===== src/rtl/core/plt_pkg.sv =====
// plt_pkg: shared types and constants for the piecewise linear table lookup core
// no dependencies

package plt_pkg;

    localparam int TABLE_DEPTH = 16;
    localparam int CNT_W       = $clog2(TABLE_DEPTH + 1);

    localparam logic OP_LOAD  = 1'b0;
    localparam logic OP_QUERY = 1'b1;

    typedef struct packed {
        logic               valid;
        logic               done;
        logic               lerp;
        logic signed [31:0] q;
        logic signed [31:0] xa;
        logic signed [31:0] ya;
        logic signed [31:0] xb;
        logic signed [31:0] yb;
        logic signed [31:0] res;
    } plt_tok_t;

    typedef enum logic [1:0] {
        ST_IDLE,
        ST_SCAN,
        ST_DIV,
        ST_OUT
    } plt_state_t;

    typedef enum logic [1:0] {
        IP_IDLE,
        IP_MUL,
        IP_DIV,
        IP_SAT
    } plt_phase_t;

endpackage


===== src/rtl/core/plt_interp.sv =====
// plt_interp: multiply then serial divide for the interpolation, with saturation
// depends on plt_pkg

module plt_interp
    import plt_pkg::*;
(
    input  logic               clk,
    input  logic               rst_n,
    input  logic               start,
    input  logic signed [31:0] xa,
    input  logic signed [31:0] ya,
    input  logic signed [31:0] xb,
    input  logic signed [31:0] yb,
    input  logic signed [31:0] q,
    output logic               done,
    output logic signed [31:0] result
);

    plt_phase_t         phase_reg;
    plt_phase_t         phase_next;
    logic [4:0]         cnt_reg;
    logic [31:0]        mag_reg;
    logic [31:0]        dq_reg;
    logic [31:0]        dx_reg;
    logic               neg_reg;
    logic signed [31:0] ya_reg;
    logic [31:0]        rem_reg;
    logic [31:0]        quo_reg;
    logic               done_reg;
    logic signed [31:0] res_reg;

    logic signed [32:0] dy;
    logic signed [32:0] dy_abs;
    logic signed [32:0] dq_w;
    logic signed [32:0] dx_w;
    logic [63:0]        prod;
    logic [32:0]        trial;
    logic               fits;
    logic signed [33:0] sum;

    assign dy     = 33'(yb) - 33'(ya);
    assign dy_abs = dy[32] ? -dy : dy;
    assign dq_w   = 33'(q) - 33'(xa);
    assign dx_w   = 33'(xb) - 33'(xa);
    assign prod   = 64'(mag_reg) * 64'(dq_reg);
    assign trial  = {rem_reg, quo_reg[31]};
    assign fits   = (trial >= {1'b0, dx_reg});
    assign sum    = neg_reg ? (34'(ya_reg) - $signed({2'b00, quo_reg}))
                            : (34'(ya_reg) + $signed({2'b00, quo_reg}));

    always_comb
    begin
        phase_next = phase_reg;
        unique case (phase_reg)
            IP_IDLE: if (start) phase_next = IP_MUL;
            IP_MUL:  phase_next = IP_DIV;
            IP_DIV:  if (cnt_reg == 5'd31) phase_next = IP_SAT;
            IP_SAT:  phase_next = IP_IDLE;
            default: phase_next = IP_IDLE;
        endcase
    end

    always_ff @(posedge clk or negedge rst_n)
    begin
        if (!rst_n)
        begin
            phase_reg <= IP_IDLE;
            cnt_reg   <= '0;
            done_reg  <= 1'b0;
        end
        else
        begin
            phase_reg <= phase_next;
            done_reg  <= (phase_reg == IP_SAT);
            if (phase_reg == IP_DIV)
                cnt_reg <= cnt_reg + 5'd1;
            else
                cnt_reg <= '0;
        end
    end

    always_ff @(posedge clk)
    begin
        unique case (phase_reg)
            IP_IDLE:
            begin
                if (start)
                begin
                    mag_reg <= dy_abs[31:0];
                    neg_reg <= dy[32];
                    dq_reg  <= dq_w[31:0];
                    dx_reg  <= dx_w[31:0];
                    ya_reg  <= ya;
                end
            end
            IP_MUL:
            begin
                rem_reg <= prod[63:32];
                quo_reg <= prod[31:0];
            end
            IP_DIV:
            begin
                rem_reg <= fits ? 32'(trial - {1'b0, dx_reg}) : trial[31:0];
                quo_reg <= {quo_reg[30:0], fits};
            end
            IP_SAT:
            begin
                if (sum[33:31] == 3'b000 || sum[33:31] == 3'b111)
                    res_reg <= sum[31:0];
                else if (sum[33])
                    res_reg <= 32'sh8000_0000;
                else
                    res_reg <= 32'sh7fff_ffff;
            end
            default: ;
        endcase
    end

    assign done   = done_reg;
    assign result = res_reg;

endmodule


===== config.mk =====
export PLATFORM = sky130hd
export DESIGN_NAME = plt_interp
export DESIGN_NICKNAME = d
export VERILOG_FILES = /design/src/rtl/core/plt_pkg.sv /design/src/rtl/core/plt_interp.sv
export SDC_FILE = /design/constraint.sdc
export NUM_CORES = 2
export LEC_CHECK = 0
export BUFFER_PORTS_ARGS = -buffer_cell sky130_fd_sc_hd__buf_2
export CELL_PAD_IN_SITES_DETAIL_PLACEMENT = 0
export CELL_PAD_IN_SITES_GLOBAL_PLACEMENT = 1
export CORE_AREA = 2 2 337 339
export CTS_CLUSTER_DIAMETER = 50
export DETAILED_ROUTE_END_ITERATION = 10
export DIE_AREA = 0 0 339 341
export GPL_TIMING_DRIVEN = 0
export HOLD_SLACK_MARGIN = 0.08
export PLACE_DENSITY_LB_ADDON = 0.2
export REMOVE_ABC_BUFFERS = 1
export SETUP_SLACK_MARGIN = 0.4
export SYNTH_ARGS = -nofsm -noshare
export SYNTH_HDL_FRONTEND = slang
export SYNTH_SLANG_ARGS = --single-unit

===== constraint.sdc =====
create_clock -name clk -period 10 [get_ports clk]
set_input_delay 1 -clock clk [delete_from_list [all_inputs] [get_ports clk]]
set_output_delay 1 -clock clk [all_outputs]
set_load 0.05 [all_outputs]

==> results_tabular.tex <==
\begin{tabular}{lr}
\hline
Metric & Value \\
\hline
\multicolumn{2}{l}{\textbf{STA}} \\
\quad Clock period minus final worst setup slack & 9.322 ns \\
\quad Final setup violation count & 0 \\
\quad Max Clk Rate & 0.1073 GHz \\
\quad Slew Limit Headroom & 0.08232 \\
\quad Setup skew after layout & 0.03509 ns \\
\quad Worst slew pin tran & 1.377 ns \\
\quad Worst hold slack & 0.2952 ns \\
\quad Summed negative setup slack over all endpoints & 0 ns \\
\quad Slew Limit Fails & 0 \\
\quad Final worst path period share & 0.9322 \\
\quad Final Hold Viols & 0 \\
\quad Unrepaired setup endpoints after global routing & false \\
\multicolumn{2}{l}{\textbf{Drt}} \\
\quad Drc violations & 0 \\
\quad Via count & 37,720 \\
\quad Total iterations of the first detailed-routing run & 5 \\
\quad Number of routed nets with antenna violations & 0 \\
\quad Via/cell ratio & 5.317 \\
\quad Violation count after the first detailed-routing iteration & 2,114 \\
\quad Total routed wirelength & 139.0 mm \\
\quad Routed length per placed instance & 19.60 um \\
\multicolumn{2}{l}{\textbf{GRT}} \\
\quad Aggregate global-route resource usage & 0.2442 \\
\quad Largest net degree at the start of global routing & 78 \\
\quad Number of antenna violations at the first check in global routing & 6 \\
\quad First-pass GRT wire length & 224.1 mm \\
\quad Total gr overflow & 0 \\
\quad Number of global-route vias before repair & 40,140 \\
\multicolumn{2}{l}{\textbf{Yosys}} \\
\quad Share of the synthesized area in compound gates (AO/OA/AOI/OAI) & 0.09721 \\
\quad Number of distinct library cells after synthesis & 97 \\
\quad Average cell area after synthesis & 9.254 um2 \\
\quad Synth Area in Simple Gates & 0.1604 \\
\quad Cell area after technology mapping & 51,150 um2 \\
\quad XOR/XNOR share of the synthesized area & 0.04330 \\
\quad Seq cells post-synth & 233 \\
\quad Sequential cell area fraction in the yosys report & 0.1360 \\
\quad Top flip-flop cell by instance count after synthesis & sky130\_fd\_sc\_hd\_\_edfxtp\_1 \\
\quad Count of warnings emitted by yosys & 0 \\
\quad Mux share of post-synthesis cell area & 0.01115 \\
\quad Share of async-settable or async-resettable flops after synthesis & 0.03433 \\
\quad Cell count after synthesis & 5,527 \\
\quad Count of flip-flops with a built-in enable after synthesis & 225 \\
\quad Synth Area in Adders & 0.4578 \\
\quad Dominant combinational cell family by area after synthesis & adder cells \\
\multicolumn{2}{l}{\textbf{Hold path}} \\
\quad Hold crit path type & in2async \\
\multicolumn{2}{l}{\textbf{Floorplan}} \\
\quad Cell Rows & 123 \\
\quad Std-Cell Core Area & 111,900 um2 \\
\quad Vertical extent of the die & 341 um \\
\quad Total Die Area & 115,600 um2 \\
\quad Initial core utilization & 0.4572 \\
\quad Number of placed I/O pins & 196 \\
\quad Die Wd & 339 um \\
\multicolumn{2}{l}{\textbf{Critical path}} \\
\quad Data required time of the worst path & 10.26 ns \\
\quad Worst path max stage delay & 0.76 ns \\
\quad Crit path DAT & 9.58 ns \\
\quad Cell with the largest stage delay on the worst path & sky130\_fd\_sc\_hd\_\_a311oi\_1 \\
\quad Critical path, cell by cell & buf\_16 > and2\_1 > fa\_1 > fa\_1 > inv\_1 > fa\_1 > fa\_1 > fa\_1 > inv\_1 > fa\_1 > fa\_1 > fa\_1 > ha\_1 > a21o\_1 > a21o\_1 > a21o\_1 > or2\_0 > a311oi\_1 > o21ai\_1 > a221o\_1 > a41oi\_1 > xnor2\_1 > nor2\_1 > a21oi\_1 \\
\quad Category of the critical setup timing path & reg2reg \\
\quad Cell type with the highest occurrence count on the critical path & sky130\_fd\_sc\_hd\_\_fa\_1 \\
\quad Crit Path Max Fanout & 24 \\
\quad Startpoint types & flip-flop \\
\quad Type of destination of the critical path & flip-flop \\
\quad R2R cell count & 24 \\
\multicolumn{2}{l}{\textbf{Finish}} \\
\quad Area Overhead vs Synth & 9.408\% \\
\quad Final nets & 7,057 \\
\quad Fill cell instance count of the final layout & 10,610 \\
\quad Share of post-route cells with drive strength above 1 & 0.06749 \\
\multicolumn{2}{l}{\textbf{Placed design}} \\
\quad Count of input and output buffers & 195 \\
\quad Dpl hpwl & 115.0 mm \\
\quad Final RePlAce weighted congestion & 0.8915 \\
\multicolumn{2}{l}{\textbf{Clock tree}} \\
\quad Num CTS Buffers & 34 \\
\quad Clock Tree Buf Depth & 3 \\
\quad Clock sink count & 233 \\
\quad Insertion delay to the later sink of the worst-skew pair & 0.55 ns \\
\quad Clock edge transition at the registers on the reported setup and hold paths & 0.06 ns \\
\quad Root buffer cell & sky130\_fd\_sc\_hd\_\_clkbuf\_16 \\
\quad \# H-tree levels & 2 \\
\quad Clock tree from TritonCTS & built \\
\multicolumn{2}{l}{\textbf{Run status}} \\
\quad Outcome & completed \\
\multicolumn{2}{l}{\textbf{Job}} \\
\quad Number of maximum-capacitance constraint violations & 0 \\
\hline
\end{tabular}
## logic make-up after synthesis
family,count (synthesis)
buffers and inverters,1277
muxes,56
adders and majority gates,1331
xor gates and xnor gates,252
AOI/OAI and AO/OA,769
DFF,233
and+or+nand+nor,1609
## final cells by class
class / instances / area, um2 / area share
flip-flops and latches: 233 / 6957 / 0.1243
clock inverters: 23 / 255.2 / 0.004561
multi-input cells: 4017 / 39430 / 0.7046
clock buffers: 36 / 879.6 / 0.01572
diodes: 7 / 17.52 / 0.0003130
inverters: 1015 / 3810 / 0.06808
well taps: 1500 / 1877 / 0.03354
repair buffers: 262 / 2735 / 0.04888
## what timing repair did
item / 4_1_cts / 5_1_grt
endpoints found under the setup margin: 0 / 7
hold endpoints to repair: 0 / 0
resized for setup: 0 / 0
setup buffers: 0 / 5
hold buffers: 0 / 0
## cells in the final DEF, fill, tap and decap left out, types with 23 or more instances in the layout
master,count
sky130_fd_sc_hd__a31oi_1,32
sky130_fd_sc_hd__o21a_1,38
sky130_fd_sc_hd__fa_1,901
sky130_fd_sc_hd__mux2i_1,48
sky130_fd_sc_hd__nand2_1,588
sky130_fd_sc_hd__xor2_1,75
sky130_fd_sc_hd__a211oi_1,23
sky130_fd_sc_hd__and2_1,602
sky130_fd_sc_hd__a21o_1,119
sky130_fd_sc_hd__nand3_1,38
sky130_fd_sc_hd__nor2_1,164
sky130_fd_sc_hd__a21oi_1,227
sky130_fd_sc_hd__buf_16,59
sky130_fd_sc_hd__nor3_1,41
sky130_fd_sc_hd__o21ai_0,155
sky130_fd_sc_hd__xnor2_1,176
sky130_fd_sc_hd__o21bai_1,36
sky130_fd_sc_hd__buf_2,195
sky130_fd_sc_hd__edfxtp_1,225
sky130_fd_sc_hd__ha_1,427
sky130_fd_sc_hd__clkbuf_16,35
sky130_fd_sc_hd__nor2b_1,30
sky130_fd_sc_hd__and3_1,25
sky130_fd_sc_hd__nand4_1,27
sky130_fd_sc_hd__nand2b_1,31
sky130_fd_sc_hd__inv_1,1014
## cells in the mapped netlist (all sizes together), types with 27 or more instances
cell type  count  area [um2]
inv         1015        3810
fa           901       18040
and2         603        3772
nand2        589        2213
ha           430        5380
clkbuf       244       917.1
a21oi        232        1187
edfxtp       225        6756
xnor2        177        1558
o21ai        172       864.6
nor2         166       625.6
a21o         119       893.4
xor2          75       656.9
mux2i         48       480.5
nor3          44       241.5
o21bai        39       307.8
nand3         38       190.2
o21a          38       285.3
a31oi         32       200.2
nand2b        31       193.9
nor2b         30       187.7
nand4         27       168.9
## worst max-delay path: cells and delay by family (launching register included)
kind | cells | cell delay (ns)
simple gates | 3 | 0.76
buf+inv | 3 | 0.43
fa+ha+maj | 9 | 4.54
xor+xnor | 1 | 0.09
flops | 1 | 0.73
compound gates | 8 | 2.42
## routing by layer
layer	vias up	GRT usage	routed length (um)
li1	17470	-	-
met4	0	0.03028	1772
met1	19430	0.3342	61750
met2	722	0.4378	70280
met3	99	0.01537	5226
met5	-	0	0
## worst paths after layout
path / start / endpoint / slack (ns)
setup / recovery: dq_reg[8]$_DFFE_PP_ / rem_reg[19]$_DFFE_PP_ / 0.68
hold / removal: rst_n / done$_DFF_PN0_ / 0.30
setup reg to reg: dq_reg[8]$_DFFE_PP_ / rem_reg[19]$_DFFE_PP_ / 0.68
hold reg to reg: cnt_reg[0]$_DFF_PN0_ / cnt_reg[0]$_DFF_PN0_ / 0.47
max in group asynchronous: rst_n / phase_reg[1]$_DFFE_PN0P_ / 9.54
min in group clk: cnt_reg[0]$_DFF_PN0_ / cnt_reg[0]$_DFF_PN0_ / 0.47
## through the flow
stage	setup slack, ns	cell area, um2	util	cells
floorplan	2.390	50140	-	5265
global placement	0.06280	53000	0.4737	6960
detailed placement	0.4906	54020	0.4828	6998
CTS	0.4197	55150	0.4929	7057
global route	0.4121	55940	0.5000	7086
finish	0.6781	55960	0.5002	7093
Power is left out: the tool's default activity adds up to more than one toggle a clock period on the data nets, which glitch-free logic cannot reach.
