[config.mk]
export PLATFORM = sky130hd
export DESIGN_NAME = plt_cell
export DESIGN_NICKNAME = d
export VERILOG_FILES = /design/src/rtl/core/plt_pkg.sv /design/src/rtl/core/plt_cell.sv
export SDC_FILE = /design/constraint.sdc
export NUM_CORES = 1
export LEC_CHECK = 0
export BUFFER_PORTS_ARGS = -buffer_cell sky130_fd_sc_hd__buf_2
export CAP_MARGIN = 20
export CORE_AREA = 2 2 181 183
export CTS_CLUSTER_DIAMETER = 40
export DETAILED_ROUTE_END_ITERATION = 10
export DIE_AREA = 0 0 183 185
export PLACE_DENSITY_LB_ADDON = 0.1
export SYNTH_ARGS = -nofsm -noshare
export SYNTH_HDL_FRONTEND = slang
export SYNTH_SLANG_ARGS = --single-unit
[constraint.sdc]
create_clock -name clk -period 3.3 [get_ports clk]
set_clock_uncertainty 0.2 [all_clocks]
set_input_delay 0.33 -clock clk [delete_from_list [all_inputs] [get_ports clk]]
set_output_delay 0.33 -clock clk [all_outputs]
set_load 0.02 [all_outputs]
[src/rtl/core/plt_pkg.sv]
// plt_pkg: shared types and constants for the piecewise linear table lookup core
// no dependencies

package plt_pkg;

    localparam int TABLE_DEPTH = 16;
    localparam int CNT_W       = $clog2(TABLE_DEPTH + 1);

    localparam logic OP_LOAD  = 1'b0;
    localparam logic OP_QUERY = 1'b1;

    typedef struct packed {
        logic               valid;
        logic               done;
        logic               lerp;
        logic signed [31:0] q;
        logic signed [31:0] xa;
        logic signed [31:0] ya;
        logic signed [31:0] xb;
        logic signed [31:0] yb;
        logic signed [31:0] res;
    } plt_tok_t;

    typedef enum logic [1:0] {
        ST_IDLE,
        ST_SCAN,
        ST_DIV,
        ST_OUT
    } plt_state_t;

    typedef enum logic [1:0] {
        IP_IDLE,
        IP_MUL,
        IP_DIV,
        IP_SAT
    } plt_phase_t;

endpackage

[src/rtl/core/plt_cell.sv]
// plt_cell: one breakpoint of the table and one step of the query scan
// depends on plt_pkg

module plt_cell
    import plt_pkg::*;
(
    input  logic               clk,
    input  logic               rst_n,
    input  logic [CNT_W-1:0]   pos,
    input  logic [CNT_W-1:0]   n,
    input  logic               wr_en,
    input  logic signed [31:0] wr_x,
    input  logic signed [31:0] wr_y,
    input  plt_tok_t           tok_in,
    output plt_tok_t           tok_out
);

    logic signed [31:0] x_reg;
    logic signed [31:0] y_reg;
    plt_tok_t           tok_reg;
    plt_tok_t           tok_next;
    logic               active;

    assign active = (pos < n);

    always_ff @(posedge clk)
    begin
        if (wr_en)
        begin
            x_reg <= wr_x;
            y_reg <= wr_y;
        end
    end

    always_comb
    begin
        tok_next = tok_in;
        if (tok_in.valid && !tok_in.done && active)
        begin
            if (pos == '0)
            begin
                tok_next.res  = y_reg;
                tok_next.xa   = x_reg;
                tok_next.ya   = y_reg;
                tok_next.done = !((n > CNT_W'(1)) && (x_reg < tok_in.q));
            end
            else if (x_reg == tok_in.q)
            begin
                tok_next.res  = y_reg;
                tok_next.done = 1'b1;
            end
            else if ((x_reg > tok_in.q) && (tok_in.xa < tok_in.q))
            begin
                tok_next.lerp = 1'b1;
                tok_next.done = 1'b1;
                tok_next.xb   = x_reg;
                tok_next.yb   = y_reg;
            end
            else
            begin
                tok_next.xa  = x_reg;
                tok_next.ya  = y_reg;
                tok_next.res = y_reg;
            end
        end
    end

    always_ff @(posedge clk or negedge rst_n)
    begin
        if (!rst_n)
            tok_reg <= '0;
        else
            tok_reg <= tok_next;
    end

    assign tok_out = tok_reg;

endmodule

==> results of run 1 <==
per-layer routing:
| metal | wire length (µm) | GRT usage [%] | vias to the layer above |
|---|---|---|---|
| li1 | - | - | 4899 |
| met1 | 17500 | 30.32 | 5072 |
| met2 | 21810 | 43.42 | 419 |
| met3 | 2838 | 5.781 | 64 |
| met4 | 1019 | 7.648 | 6 |
| met5 | 39 | 0 | - |
area by class of cell:
| class | instances | area, µm² |
|---|---|---|
| multi-input cells | 535 | 4380 |
| clock buffers | 49 | 1151 |
| well taps | 408 | 510.5 |
| inverters | 37 | 138.9 |
| clock inverters | 29 | 230.2 |
| diodes | 3 | 7.507 |
| fillers | 2592 | 13090 |
| flip-flops and latches | 259 | 6802 |
| repair buffers | 801 | 5731 |
logic make-up (layout without fill, tap and decap cells):
| logic type | after synthesis | after routing |
|---|---|---|
| flip-flops | 259 | 259 |
| multiplexers | 97 | 97 |
| adder cells (fa/ha/maj) | 67 | 67 |
| other | 0 | 3 |
| AO/OA/AOI/OAI | 189 | 189 |
| buffers and inverters | 87 | 916 |
| AND/OR/NAND/NOR | 182 | 182 |
synthesized netlist by cell type, drive strengths merged (2+ instances only):
cell type / n
ha: 67
edfxtp: 64
inv: 37
nand4: 10
a22oi: 64
and4: 3
a31oi: 2
o211ai: 65
and3: 2
nand3: 67
clkbuf: 31
dfrtp: 195
or2: 2
nand2: 77
nor4: 2
a21oi: 20
o21ai: 9
nor2: 9
a211oi: 2
a2111oi: 2
buf: 19
nor2b: 2
o31ai: 2
mux2: 97
a21o: 14
nor3: 5
metrics by stage:
stage,TNS (ps),utilization [%],std cells
final,0,59.15,2121
after global routing,-944.7,59.13,2119
after CTS,0,58.54,2118
after detailed placement,-7693,45.77,1780
after global placement,-1945,45.77,1780
after floorplan,0,-,881
placed cells by master (no fill, tap or decap), drive strengths merged, types with 2 or more instances in the layout:
cell	netlist	layout
clkinv	0	18
and4	3	3
dfrtp	195	195
a2111oi	2	2
nor2	9	9
a211oi	2	2
or2	2	2
nand2	77	77
diode	0	3
o211ai	65	65
buf	19	542
edfxtp	64	64
clkbuf	31	51
a21oi	20	20
a21o	14	14
a22oi	64	64
nand3	67	67
a31oi	2	2
nor4	2	2
nor2b	2	2
and3	2	2
dlygate4sd3	0	256
mux2	97	97
ha	67	67
clkinvlp	0	5
inv	37	42
nor3	5	5
nand4	10	10
o31ai	2	2
o21ai	9	9
tightest hold or removal path: cells and delay by family:
kind,cells,cell delay (ps)
buffers and inverters,2,200
AO/OA/AOI/OAI,2,150
repair_timing:
action / 4_1_cts / 5_1_grt
endpoints found under the hold margin: 320 / 0
endpoints found under the setup margin: 27 / 160
buffers inserted: 1 / 1
pin swaps: 0 / 10
gates cloned: 3 / 1
resized for setup: 8 / 42
hold buffers: 256 / 0
power by group:
group          switching (mW)  internal (mW)  total [mW]
combinational            1.03          0.874        1.90
sequential              0.130           3.58        3.71
clock                    1.62           2.61        4.24
path summary, 6_finish.rpt:
check	startpoint	endpoint	slack, ps
max	x_reg[25]	tok_out[16]	80
min	tok_in[139]	tok_out[139]	20
max reg2reg	x_reg[25]	tok_out[16]	80
min reg2reg	y_reg[17]	tok_out[49]	370
max in group asynchronous	rst_n	tok_out[103]	1920
min in group asynchronous	rst_n	tok_out[168]	200
==> summary.md, run 1 <==
| Metric | Value |
|---|---|
| Status | completed |
| IO buf count | approximately 470 |
| Mux cell area share after synthesis | around a tenth |
| Via density | ~5 |
| Rel. slew slack | a little over 30% |
| Top cells by area, synth | dfrtp_1 43%, edfxtp_1 17%, mux2_1 9.3% |
| Crit-path max FO | 8 |
| Area grow syn2layout | 67.08% |
| Antenna viol nets, final | 0 |
| Worst Tran Pin Value | roughly 1000 ps |
| Adder-cell share of the synthesized area | approximately 7.4% |
| Routed wire per std cell | between 20 and 25 µm |
| Flops & latches, synth | ~260 |
| Setup ws final | ~79 ps |
| Hold Crit Class | input port to register |
| Post-Syn Nets | 1220 |
| Worst path depth | 13 |
| Clock Tree Root | clkbuf_16 |
| I/O pin total | approximately 470 |
| Drt drc | 0 |
| Synth warn | 0 |
| Syn Inst Count | about 880 |
| Design Area, Final | roughly 19000 µm² |
| Via Count | between 10000 and 15000 |
| Post-layout power | about 10 mW |
| Seq/Total Area, Yosys | 59.97% |
| Layout cells sized above 1 | 39.06% |
| HPWL after DPL | around 28000 µm |
| Final period utilization | between 90% and 100% |
| XOR/XNOR Fraction of Synth Area | 0% |
| Fin. Hold Viols | 0 |
| Worst path most repeated cell | mux2_4 |
| Maximum buffer depth of the clock tree | 3 |
| Initial antenna violation count | 7 |
| Placed cell area | ~15000 µm² |
| Post-synth ARST share | between 70 and 80% |
| Core area | approximately 32000 µm² |
| Final nets | between 2000 and 2500 |
| Fmax | just over 300 MHz |
| Initial Util | 35.40% |
| WP data arrival | 3420 ps |
| Die width | about 180 µm |
| H-tree depth | 2 |
| Congestion Overflow GR | 0 |
| Crit path max-delay family | simple AND/OR/NAND/NOR gates |
| First-pass GRT wire length | 63800 µm |
| Row Count | between 60 and 70 |
| CTS tree | built |
| Crit Path Class | register to register |
| Vias in the first global route | roughly 11000 |
| Max incr delay on CP | about 460 ps |
| Post-synth top area share | between 40% and 50% |
| FF-to-FF path depth | 13 |
| Mapped Area | roughly 11000 µm² |
| RSZ-0062 raised after global routing | yes |
| CP bufs+invs | 4 |
| Largest net degree at the start of global routing | 70 |
| Static Leak | between 9 and 10 nW |
| Synth Area in Simple Gates | 7.523% |
| Hold slack | between 20 and 25 ps |
| Clock sink total | between 200 and 300 |
| Peak supply drop | between 0.3 and 0.4 mV |
| GRT Util Overall | 24.77% |
| Inserted Clock Buffers | 42 |
| Max-slew violations | 0 |
| Die area | ~34000 µm² |
| Initial DRT Pass Iterations | 5 |
| Avg Cell Area, Syn | 12.87 µm² |
| Placer Congestion | about 0.81 |
| Main synth FF type | dfrtp_1 |
| Power Density | roughly 520 nW/µm² |
| Worst skew pair latency | between 500 and 600 ps |
| Die H | 185 µm |
| Tmin final | approximately 3200 ps |
| Max reg flops | approximately 200 |
| Synth Area in Compound Gates | around 12% |
| Worst EP required | about 3500 ps |
| Final setup viols | 0 |
| Critical path, cell by cell | ha_4 -> and4_4 -> nand4_1 -> nor3_2 -> buf_4 -> o32ai_4 -> mux2_4 -> nand3_4 -> buf_8 -> o21bai_4 -> buf_12 -> buf_16 -> mux2_4 |
| Maxcap violations | 0 |
| Initial DRC count | around 460 |
| Largest family of logic cells by synthesized area | compound AO/OA/AOI/OAI gates |
| Worst path slowest cell | edfxtp_1 |
| Setup crit start kind | register |
| Routed WL | between 40000 and 50000 µm |
| Yosys top cell by area | dfrtp_1 |
| Cell variety after synth | 46 |
| Hold depth | 4 |
| CTS clk-pin slew, worst paths | ~50 ps |
| Pre-CTS setup slack | -187.7 ps |
| EDFF count, synth | 64 |
| CP endpoint kind | register |
(Power assumes the default switching activity.)
==> run 2: changes to the inputs <==
ABC_AREA = 1   (was not set)
CORE_AREA = 2 2 179 181   (was 2 2 181 183)
DIE_AREA = 0 0 181 183   (was 0 0 183 185)
==> summary.md, run 2 <==
| Metric | Value |
|---|---|
| Status | completed |
| EDFF count, synth | 64 (unchanged) |
| Routed wire per std cell | 17.62 µm (-14%) |
| Fin util | 57.17% (-2.0 points) |
| Setup TNS | 0 ps (unchanged) |
| H-tree depth | 2 (unchanged) |
| Design Area, Final | 17850 µm² (-5.8%) |
| Worst reg2reg setup slack | 390 ps (+310 ps) |
| Antenna viol nets, final | 0 (unchanged) |
| Crit path max-delay family | simple AND/OR/NAND/NOR gates |
| Crit-path max FO | 28 (+20) |
| Via density | 4.598 (-6.8%) |
| Initial Util | 35.34% (-0.059 points) |
| Final nets | 2119 (+5.2%) |
| Max incr delay on CP | 540 ps (+80 ps) |
| Commonest non-fill, non-tap cell in the layout | buf_2 |
| Routed WL | 39020 µm (-9.7%) |
| Static Leak | 9.259 nW (+2.7%) |
| Initial DRC count | 496 (+7.1%) |
| IO buf count | 466 (unchanged) |
| Clock sink total | 259 (unchanged) |
| Top-count cell post-synth | nand2_1 |
| Congestion Overflow GR | 0 (unchanged) |
| Worst path most repeated cell | nand2_1 |
| Hold Crit Class | input port to register |
| Die area | 33120 µm² (-2.2%) |
| Post-synth top area share | 44.21% (+1.2 points) |
| Worst path slowest cell | dlygate4sd3_1 |
| Initial antenna violation count | 4 (-3) |
| Setup ws final | 323.0 ps (+243.6 ps) |
| RSZ-0062 raised after global routing | no |
| Final setup viols | 0 (unchanged) |
| Synth warn | 0 (unchanged) |
| Placer Congestion | 0.8115 (+0.28%) |
| GRT Util Overall | 23.32% (-1.5 points) |
| Post-Syn Nets | 1378 (+13%) |
| Fin. Hold Viols | 0 (unchanged) |
| Max reg flops | 195 (unchanged) |
| Post-CTS Hold Buffers | 260 (+1.6%) |
| Cell variety after synth | 30 (-35%) |
| Mapped Area | 11040 µm² (-2.7%) |
| Most common library cells after synthesis | 295 x nand2_1, 195 x dfrtp_1, 124 x inv_1 |
| Row Count | 65 (-1.5%) |
| Power Density | 545.3 nW/µm² (+5.0%) |
| Tmin final | 2977 ps (-243.6 ps) |
| Layout cells sized above 1 | 33.17% (-5.9 points) |
| Reg2reg end | tok_out[149] |
| Maximum buffer depth of the clock tree | 3 (unchanged) |
| Core area | 31230 µm² (-2.5%) |
| Post-cts sizing count | 0 (-8) |
| Main synth FF type | dfrtp_1 |
| Critical Path Source | tok_in[187] |
| Hold Crit Start | pos[4] |
| Post-synth ARST share | 75.29% (unchanged) |
| Worst Tran Pin Value | 1022 ps (-11.32 ps) |
| Area grow syn2layout | 61.76% |
| Initial DRT Pass Iterations | 5 (unchanged) |
| Max-slew violations | 0 (unchanged) |
| FF-to-FF path depth | 14 (+1) |
| Seq/Total Area, Yosys | 61.63% (+1.7 points) |
| Post-layout power | 9.736 mW (-1.1%) |
| HPWL after DPL | 27260 µm (-3.8%) |
| I/O pin total | 467 (unchanged) |
| Avg Cell Area, Syn | 10.62 µm² (-17%) |
| Critical path, cell by cell | dlygate4sd3_1 -> buf_2 -> inv_1 -> ha_1 -> nand2_1 -> nor2_1 -> nand2_2 -> nor4_4 -> nand2_1 -> nand3_1 -> nand2_2 -> nor2_4 -> nand2_4 -> nand3_4 -> buf_4 -> nand2_1 -> nand2_1 |
| CTS clk-pin slew, worst paths | 50 ps (about the same) |
| Worst EP required | 3550 ps (+50 ps) |
| Post-CTS setup buffer count | 0 (-1) |
| Pre-CTS setup slack | 346.6 ps (+534.3 ps) |
| Setup crit start kind | input port |
| Most frequent cells in the layout | 464 x buf_2, 295 x nand2_1, 260 x dlygate4sd3_1 |
| Maxcap violations | 0 (unchanged) |
| Crit path capture | tok_out[149] |
| Syn Inst Count | 1039 (+18%) |
| Clock Tree Root | clkbuf_16 |
| Flops & latches, synth | 259 (unchanged) |
| Fmax | 335.9 MHz (+8.2%) |
| Top cells by area, synth | dfrtp_1 44%, edfxtp_1 17%, nand2_1 10% |
| Final period utilization | 90.21% (-7.4 points) |
| Via Count | 10190 (-2.6%) |
| Placed cell area | 13820 µm² (-5.7%) |
| CTS tree | built |
| CP endpoint kind | register |
| Die H | 183 µm (-1.1%) |
| CP bufs+invs | 4 (unchanged) |
| Worst skew pair latency | 520 ps (about the same) |
| Drt drc | 0 (unchanged) |
| First-pass GRT wire length | 59710 µm (-6.4%) |
| Yosys top cell by area | dfrtp_1 |
| Worst path depth | 17 (+4) |
| Peak supply drop | 0.4105 mV (+21%) |
| Largest net degree at the start of global routing | 89 (+27%) |
| WP data arrival | 3220 ps (-200 ps) |
| Crit Path Class | input port to register |
| Rel. slew slack | 31.85% (+0.75 points) |
| Vias in the first global route | 10910 (-2.0%) |
| Inserted Clock Buffers | 42 (unchanged) |
| Die width | 181 µm (-1.1%) |
| Worst reg2reg startpoint | x_reg[27] |
-- run 2: cell families (layout without fill, tap and decap cells) --
logic type      after synthesis  in the layout  synth area share, %
simple gates                401            401                15.97
flops                       259            259                61.63
buf+inv                     171            944                7.029
compound gates              141            141                7.777
fa+ha+maj                    67             67                7.595
other cells                   0              1                    0
-- run 2: power by group --
part	switching (mW)	internal (mW)
Clock	1.55	2.82
Combinational	0.993	0.687
Sequential	0.109	3.57
Total	2.66	7.08
-- run 2: layer usage --
layer,vias up,part of all wire [%],global-route usage [%]
met5,-,0.087,0
met4,6,4.1,9.463
met3,104,6.9,5.997
met2,400,49,40.69
met1,4747,40,27.55
li1,4928,-,-
-- run 2: worst min-delay path by stage --
stage	to	cells past startpoint	slack, ps
2_1_floorplan	tok_out[0]	0	-170
3_3_place_gp	tok_out[15]	1	220
3_5_place_dp	tok_out[15]	1	220
4_1_cts	tok_out[193]	6	130
5_1_grt	tok_out[193]	6	160
6_report	tok_out[193]	6	140
-- run 2: layout make-up --
class / instances / area, µm²
diodes: 1 / 2.502
clock buffers: 57 / 1209
clock inverters: 19 / 216.5
fillers: 2765 / 13380
inverters: 124 / 465.4
multi-input cells: 609 / 3487
flip-flops and latches: 259 / 6802
well taps: 402 / 503.0
repair buffers: 744 / 5169
-- run 2: stage by stage --
step           hold slack (ps)  instances
2_1_floorplan           -165.6       1039
3_3_place_gp             219.4       1878
3_5_place_dp             215.3       1878
4_1_cts                  134.6       2214
5_1_grt                  161.7       2214
6_report                 144.6       2215
-- run 2: worst reg2reg max path, delay by kind of cell (launching register included) --
family / cells / cell delay (ps)
buffers and inverters: 1 / 350
DFF: 1 / 430
adders and majority gates: 1 / 320
and+or+nand+nor: 12 / 1550
==> run 3: changes to the inputs <==
CELL_PAD_IN_SITES_DETAIL_PLACEMENT = 0   (was not set)
CELL_PAD_IN_SITES_GLOBAL_PLACEMENT = 1   (was not set)
CORE_AREA = 2 2 184 186   (was 2 2 179 181)
DIE_AREA = 0 0 186 188   (was 0 0 181 183)
==> summary.md, run 3 (synthesis gave the netlist of run 2 again) <==
| Metric | Value |
|---|---|
| Congestion Overflow GR | 0 (unchanged) |
| Static Leak | 9.267 nW (about the same) |
| Initial Util | 33.33% (-2.0 points) |
| Peak supply drop | 0.3944 mV (-3.9%) |
| HPWL after DPL | 28490 µm (+4.5%) |
| Most frequent cells in the layout | 464 x buf_2, 295 x nand2_1, 260 x dlygate4sd3_1 |
| RSZ-0062 raised after global routing | no |
| Fin. Hold Viols | 0 (unchanged) |
| Final period utilization | 92.54% (+2.3 points) |
| Maximum buffer depth of the clock tree | 3 (unchanged) |
| Setup crit start kind | input port |
| Fin util | 54.19% (-3.0 points) |
| Initial DRT Pass Iterations | 4 (-1) |
| Fmax | 327.5 MHz (-2.5%) |
| Final nets | 2122 (+0.14%) |
| Die width | 186 µm (+2.8%) |
| Hold depth | 6 (unchanged) |
| IO buf count | 466 (unchanged) |
| Crit Path Class | input port to register |
| Dpl cells | 1925 (+2.5%) |
| Setup TNS | 0 ps (unchanged) |
| Design Area, Final | 17940 µm² (+0.50%) |
| Die area | 34970 µm² (+5.6%) |
| Critical path, cell by cell | dlygate4sd3_1 -> buf_2 -> inv_1 -> ha_1 -> nand2_1 -> nor2_1 -> nand3_1 -> nor2_1 -> nand2_1 -> nand2_1 -> nand2_1 -> nand2_1 -> nand3_4 -> buf_12 -> nand2_1 -> o21ai_2 |
| Power Density | 541.8 nW/µm² (-0.65%) |
| GRT Util Overall | 22.72% (-0.60 points) |
| Row Count | 67 (+3.1%) |
| Worst EP required | 3500 ps (-50 ps) |
| Status | completed |
| Max-slew violations | 0 (unchanged) |
| Commonest non-fill, non-tap cell in the layout | buf_2 |
| Routed wire per std cell | 17.75 µm (+0.74%) |
| Drt drc | 0 (unchanged) |
| Crit-path max FO | 38 (+36%) |
| Max reg flops | 195 (unchanged) |
| Initial DRC count | 393 (-21%) |
| CTS clk-pin slew, worst paths | 50 ps (about the same) |
| Hold slack | 124.0 ps (-20.62 ps) |
| Clock sink total | 259 (unchanged) |
| Final setup viols | 0 (unchanged) |
| Worst skew pair latency | 520 ps (about the same) |
| First-pass GRT wire length | 60300 µm (+0.98%) |
| Routed WL | 40290 µm (+3.2%) |
| Rel. slew slack | 32.42% (+0.57 points) |
| Clock Tree Root | clkbuf_16 |
| Worst Tran Pin Value | 1014 ps (-8.609 ps) |
| # fillers | 3019 (+9.2%) |
| Worst path most repeated cell | nand2_1 |
| Die H | 188 µm (+2.7%) |
| Largest net degree at the start of global routing | 73 (-18%) |
| Vias in the first global route | 10800 (-1.0%) |
| Hold Crit Class | input port to register |
| Tmin final | 3054 ps (+76.84 ps) |
| Core area | 33110 µm² (+6.0%) |
| Placed cell area | 13900 µm² (+0.56%) |
| Inserted Clock Buffers | 43 (+2.4%) |
| Via Count | 10050 (-1.3%) |
| Final non-filler cell total | 2270 (+2.5%) |
| Area grow syn2layout | 62.58% |
| Worst path slowest cell | dlygate4sd3_1 |
| Max incr delay on CP | 520 ps (-20 ps) |
| Maxcap violations | 0 (unchanged) |
| WP data arrival | 3250 ps (+30 ps) |
| Layout cells sized above 1 | 33.08% (-0.091 points) |
| Antenna viol nets, final | 0 (unchanged) |
| Initial antenna violation count | 5 (+1) |
| CTS tree | built |
| Placer Congestion | 0.8116 (about the same) |
| FF-to-FF path depth | 13 (-1) |
| Via density | 4.428 (-3.7%) |
| H-tree depth | 2 (unchanged) |
| I/O pin total | 467 (unchanged) |
| CP endpoint kind | register |
[run 3: through the flow]
step	power, mW	setup slack (ps)
after CTS	9.853	155.3
after detailed placement	5.182	149.5
final	9.722	246.1
after global placement	5.169	161.8
after global routing	10.16	3.331
after floorplan	4.492	962.0
[run 3: layer usage]
metal	vias to the layer above	wire length [µm]	part of all wire [%]	global-route usage [%]
li1	4935	-	-	-
met1	4690	16280	40	26.75
met2	345	20120	50	40.01
met3	80	2505	6.2	4.972
met4	2	1365	3.4	8.843
met5	-	13	0.032	0
[run 3: worst max-delay path: cells and delay by family]
kind	cells	cell delay, ps
fa+ha+maj	1	390
simple gates	10	1420
compound gates	1	60
buf+inv	4	1010
[run 3: final timing paths]
| kind | start | endpoint | slack, ps |
|---|---|---|---|
| worst max-delay path | tok_in[191] | tok_out[69] | 250 |
| worst min-delay path | pos[4] | tok_out[193] | 120 |
| min in group asynchronous | rst_n | tok_out[165] | 200 |
| max in group asynchronous | rst_n | tok_out[37] | 1690 |
| worst max register to register | x_reg[31] | tok_out[69] | 400 |
| worst min register to register | y_reg[25] | tok_out[121] | 320 |
[run 3: repair_timing]
action | 4_1_cts | 5_1_grt
hold buffers | 260 | 0
gates resized for setup | 0 | 2
hold endpoints to repair | 328 | 0
buffers inserted | 0 | 1
endpoints found under the setup margin | 0 | 37
[run 3: final cells by class]
type                            instances  area [µm²]  share of cell area (%)
Antenna cell                            5       12.51                 0.06973
Sequential cell                       259        6802                   37.91
Multi-Input combinational cell        609        3487                   19.43
Clock buffer                           59        1209                   6.736
Timing Repair Buffer                  746        5204                   29.00
Tap cell                              448       560.5                   3.124
Inverter                              124       465.4                   2.594
Clock inverter                         20       203.9                   1.137
[run 3: power breakdown]
group	leakage, nW	switching [mW]	total, mW	internal [mW]
combinational	5.67	1.00	1.69	0.691
sequential	2.91	0.103	3.67	3.57
clock	0.685	1.55	4.35	2.80
total	9.27	2.66	9.72	7.07
